## src/assert_macros.svh

```systemverilog
// Assertion macros used by the top-level RTL file.
`ifndef ASSERT_MACROS_SVH
`define ASSERT_MACROS_SVH

`ifndef SYNTH
// Property must hold on every rising clock edge outside reset.
`define VMM_ASSERT(lbl, clk, rst_n, prop) \
  lbl: assert property (@(posedge clk) disable iff (!rst_n) prop) \
    else $error("%m: property failed");
// Expression must never be true outside reset.
`define VMM_NEVER(lbl, clk, rst_n, expr) \
  lbl: assert property (@(posedge clk) disable iff (!rst_n) !(expr)) \
    else $error("%m: forbidden condition seen");
`else
`define VMM_ASSERT(lbl, clk, rst_n, prop)
`define VMM_NEVER(lbl, clk, rst_n, expr)
`endif

`endif

```

## src/vmm_pkg.sv

```systemverilog
// Package: constants, types and helpers of the vector-matrix multiply core.
`timescale 1ns / 1ps
`default_nettype none
package vmm_pkg;

  localparam int MAX_DIM = 16;
  localparam int POS_W   = (MAX_DIM > 1) ? $clog2(MAX_DIM) : 1;
  localparam int DIM_W   = $clog2(MAX_DIM + 1) + 1;
  localparam int CFG_W   = 5;
  localparam int CIDX_W  = 2;
  localparam int ELEM_W  = 32;
  localparam int ACC_W   = 64;
  localparam int IDX_W   = 4;

  localparam logic [CIDX_W-1:0] REG_MAT_ROWS = 2'd0;
  localparam logic [CIDX_W-1:0] REG_MAT_COLS = 2'd1;
  localparam logic [CIDX_W-1:0] REG_MODE     = 2'd2;

  localparam logic REQ_VECTOR = 1'b0;
  localparam logic REQ_MATRIX = 1'b1;

  localparam logic MODE_ROW_VEC = 1'b0;
  localparam logic MODE_COL_VEC = 1'b1;

  localparam logic [ACC_W-1:0] ACC_MAX = {1'b0, {(ACC_W-1){1'b1}}};
  localparam logic [ACC_W-1:0] ACC_MIN = {1'b1, {(ACC_W-1){1'b0}}};

  typedef enum logic [1:0] {
    ST_IDLE,
    ST_ACC,
    ST_OUT
  } state_t;

  // Zero acts as one, anything above MAX_DIM acts as MAX_DIM.
  function automatic logic [DIM_W-1:0] clamp_dim(input logic [CFG_W-1:0] d);
    logic [DIM_W-1:0] r;
    if (d == '0) begin
      r = DIM_W'(1);
    end else if (int'(d) > MAX_DIM) begin
      r = DIM_W'(MAX_DIM);
    end else begin
      r = DIM_W'(d);
    end
    return r;
  endfunction

endpackage
`default_nettype wire

```

## src/vmm_mac.sv

```systemverilog
// Shared multiply-accumulate unit: registered 32x32 product, saturating 64-bit add.
`timescale 1ns / 1ps
`default_nettype none
module vmm_mac
  import vmm_pkg::*;
(
  input  wire logic                     clk,
  input  wire logic                     mul_en,
  input  wire logic signed [ELEM_W-1:0] op_a,
  input  wire logic signed [ELEM_W-1:0] op_b,
  input  wire logic        [ACC_W-1:0]  acc_in,
  output logic             [ACC_W-1:0]  sum
);

  logic signed [ACC_W-1:0] prod_r;
  logic        [ACC_W-1:0] raw;
  logic                    ovf;

  always_ff @(posedge clk) begin
    if (mul_en) begin
      prod_r <= ACC_W'(op_a) * ACC_W'(op_b);
    end
  end

  always_comb begin
    raw = acc_in + ACC_W'(prod_r);
    ovf = (acc_in[ACC_W-1] == prod_r[ACC_W-1]) && (raw[ACC_W-1] != acc_in[ACC_W-1]);
    if (ovf) begin
      sum = acc_in[ACC_W-1] ? ACC_MIN : ACC_MAX;
    end else begin
      sum = raw;
    end
  end

endmodule
`default_nettype wire

```

## config.mk

```make
export PLATFORM = sky130hd
export DESIGN_NAME = vmm_mac
export DESIGN_NICKNAME = d
export VERILOG_FILES = /design/src/assert_macros.svh /design/src/vmm_pkg.sv /design/src/vmm_mac.sv
export SDC_FILE = /design/constraint.sdc
export NUM_CORES = 2
export LEC_CHECK = 0
export ABC_AREA = 0
export BUFFER_PORTS_ARGS = -buffer_cell sky130_fd_sc_hd__buf_2
export CAP_MARGIN = 20
export CORE_UTILIZATION = 65
export CTS_CLUSTER_SIZE = 12
export DETAILED_ROUTE_END_ITERATION = 6
export PLACE_DENSITY_LB_ADDON = 0.08
export SYNTH_ARGS = -nofsm -noshare
export SYNTH_HDL_FRONTEND = slang
export SYNTH_SLANG_ARGS = --single-unit
```

## constraint.sdc

```tcl
create_clock -name clk -period 28.7 [get_ports clk]
set_input_delay 5.74 -clock clk [delete_from_list [all_inputs] [get_ports clk]]
set_output_delay 5.74 -clock clk [all_outputs]
set_load 0.01 [all_outputs]
```

==> qor.csv <==
stage;metric;value;unit
worst_setup_path;Crit. Startpoint;acc_in[14];
synth;Post-Syn Instances;4600;
floorplan;die width;257;um
worst_setup_path;Setup Crit Path Kind;input pin to primary output;
floorplan;full die area;66300;um^2
layout;Multi-input gate area;35700;um^2
worst_setup_path;Worst EP arrival;9.37;ns
timing;final setup violation count;0;
synth;Synthesis Warnings;0;
timing;Max Fclk;0.0662;GHz
global_routing;antenna violations before repair;5;
floorplan;Core Footprint;64500;um^2
clocking;Worst-path clk slew;0.06;ns
routing;detailed-route via count;31200;
routing;drc violations;0;
layout;share of layout cells above drive strength 1;5.41;%
routing;vias per cell;5.75;
timing;Slew HR;38.3;%
global_routing;largest net degree at the start of global routing;65;
layout;register area;1920;um^2
clocking;PostCTS Resize Cnt;0;
synth;post-synthesis sequential area ratio;4.53;%
synth;async set-reset flop share out of synthesis;0;%
routing;WL per Instance;20.2;um
synth;area share of the largest cell type after synthesis;51.1;%
routing;ANT nets after route;0;
global_routing;vias in the first global route;33500;
synth;synthesized area per cell;9.22;um^2
placement;GPL Wtd Cong;0.923;
floorplan;row count;93;
synth;Synth area leaders;fa_1, inv_1, and2_1, ha_1, nand2_1;
synth;Synth area leader;fa_1;
min_path;Worst Hold Class;input pin to register;
routing;initial DRC count;2113;
placement;post-DP HPWL;89200;um
global_routing;All-Layer GR Usage;34.8;%
clocking;CTS tree;built;
worst_setup_path;crit end category;primary output;
timing;Hold Fails Final Rpt;0;
timing;Worst-Margin Slew;0.926;ns
floorplan;Die Y;257;um
layout;synthesis-to-finish area growth;3.30;%
global_routing;gr ovfl total;0;
timing;setup TNS;0;ns
global_routing;first-pass GRT wire length;179000;um
clocking;Hold Buf Count CTS;0;
run_status;status;finished, final reports clean;
clocking;clk buf depth;2;
clocking;number of H-tree levels;3;
worst_setup_path;startpoint types;input pin;
synth;Synth cell types;75;
placement;IO Port Bufs;193;
layout;most flop-heavy register;prod_r;
synth;#FFs+latches synth;64;
layout;Largest regs;prod_r: 64 flops;
routing;overall routed net length;109000;um
floorplan;# IOs;194;
timing;Final Max Tran Viols;0;
clocking;Post-CTS Setup Bufs;0;
timing;RSZ-0062 raised after global routing;false;
routing;drt first pass iters;6;
timing;post-route minimum period;15.11;ns
synth;number of synthesized flops with an enable pin;64;
synth;Net Count, Synth;6060;
layout;Final #Nets;6021;
floorplan;Initial Util;65.8;%
timing;Final period util;52.6;%
clocking;CTS root buf;clkbuf_16;
min_path;Hold Path Origin;mul_en;
layout;Fill cells;5366;
worst_setup_path;crit-path max FO;63;
synth;Synth Flop Type;edfxtp_1;
layout;max reg flops;64;
clocking;clock sinks;64;
worst_setup_path;Critical Path RT;22.96;ns
clocking;total CTS buffers;9;
synth;Post-Syn Area;42400;um^2
run;maxcap violations;0;
[cells in the final DEF, fill, tap and decap left out, drive strengths merged, types with 6 or more instances in the layout]
cell,synthesis,layout
o21a,14,14
or3,6,6
nor2b,11,11
a221oi,6,6
nand3,27,27
edfxtp,64,64
nor4,7,7
o21ai,139,139
ha,247,247
and3,14,14
fa,1083,1083
a31oi,21,21
buf,29,206
o211ai,12,12
a211oi,10,10
inv,999,999
a21oi,122,122
nand2b,22,22
xor2,50,50
nand4,33,33
xnor2,70,70
nor2,81,81
a21o,71,71
o21bai,16,16
nand2,581,581
a21boi,7,7
clkbuf,227,12
nor3,22,22
o31ai,12,12
and2,516,516
a31o,6,6
and4,8,8
[cell type report]
cell class	count	share of cell area, %
inverter	999	8.56
clock buffer	12	0.540
sequential	64	4.39
tap	855	2.44
clock inverter	4	0.103
timing repair buffer	206	2.43
multi-input combinational	3281	81.5
antenna	3	0.0171
[synthesized netlist by cell type, types with 11 or more instances]
cell type / count
clkbuf_1: 226
a21oi_1: 120
o21bai_1: 16
nand4_1: 33
inv_1: 999
o21a_1: 14
a31oi_1: 21
o21ai_1: 15
fa_1: 1083
o211ai_1: 12
edfxtp_1: 64
nor2b_1: 11
o21ai_0: 124
ha_1: 247
a21o_1: 71
nor3_1: 21
nand3_1: 27
xnor2_1: 70
buf_2: 17
nand2b_1: 22
and3_1: 14
nand2_1: 581
and2_1: 515
nor2_1: 81
xor2_1: 50
[critical path, stage by stage]
cell       delay, ns
buf_2           0.10
ha_1            0.40
a21oi_2         0.22
o21ai_0         0.16
a311oi_2        0.33
a2111oi_2       0.17
nor3_2          0.41
a22oi_4         0.16
a2111oi_2       0.39
and3_2          0.84
o21ai_0         0.23
buf_2           0.19
[metrics by stage]
step	hold WS [ns]	setup WS (ns)	std cells	cell area (um^2)	util (%)
3_5_place_dp	6.39	13.63	5405	43500	67.5
3_3_place_gp	6.38	13.75	5405	43500	67.5
6_report	6.08	13.59	5424	43800	68.0
4_1_cts	6.11	13.62	5421	43800	67.9
5_1_grt	6.14	13.18	5424	43800	68.0
2_1_floorplan	5.85	14.51	4600	42400	-
[kinds of logic (layout without fill, tap and decap cells)]
group	after synthesis	in the layout	synth area share [%]
AOI/OAI and AO/OA	483	483	7.35
xor gates and xnor gates	120	120	2.48
adders and majority gates	1331	1331	58.4
buffers and inverters	1255	1221	11.3
DFF	64	64	4.53
muxes	2	2	0.0472
other	0	3	0
and+or+nand+nor	1345	1345	15.9
[routing by layer]
metal  track usage, %  part of all wire (%)
met3             3.97                   5.7
met5                0                 0.026
met1             44.6                    38
met2             61.1                    52
met4             12.7                   4.2
[final timing paths]
| path | endpoint | depth (start not counted) | slack [ns] |
|---|---|---|---|
| max | sum[27] | 12 | 13.59 |
| min | prod_r[60]$_DFFE_PP_ | 2 | 6.08 |
Power is left out: the tool's default activity adds up to more than one toggle a clock period on the data nets, which glitch-free logic cannot reach.
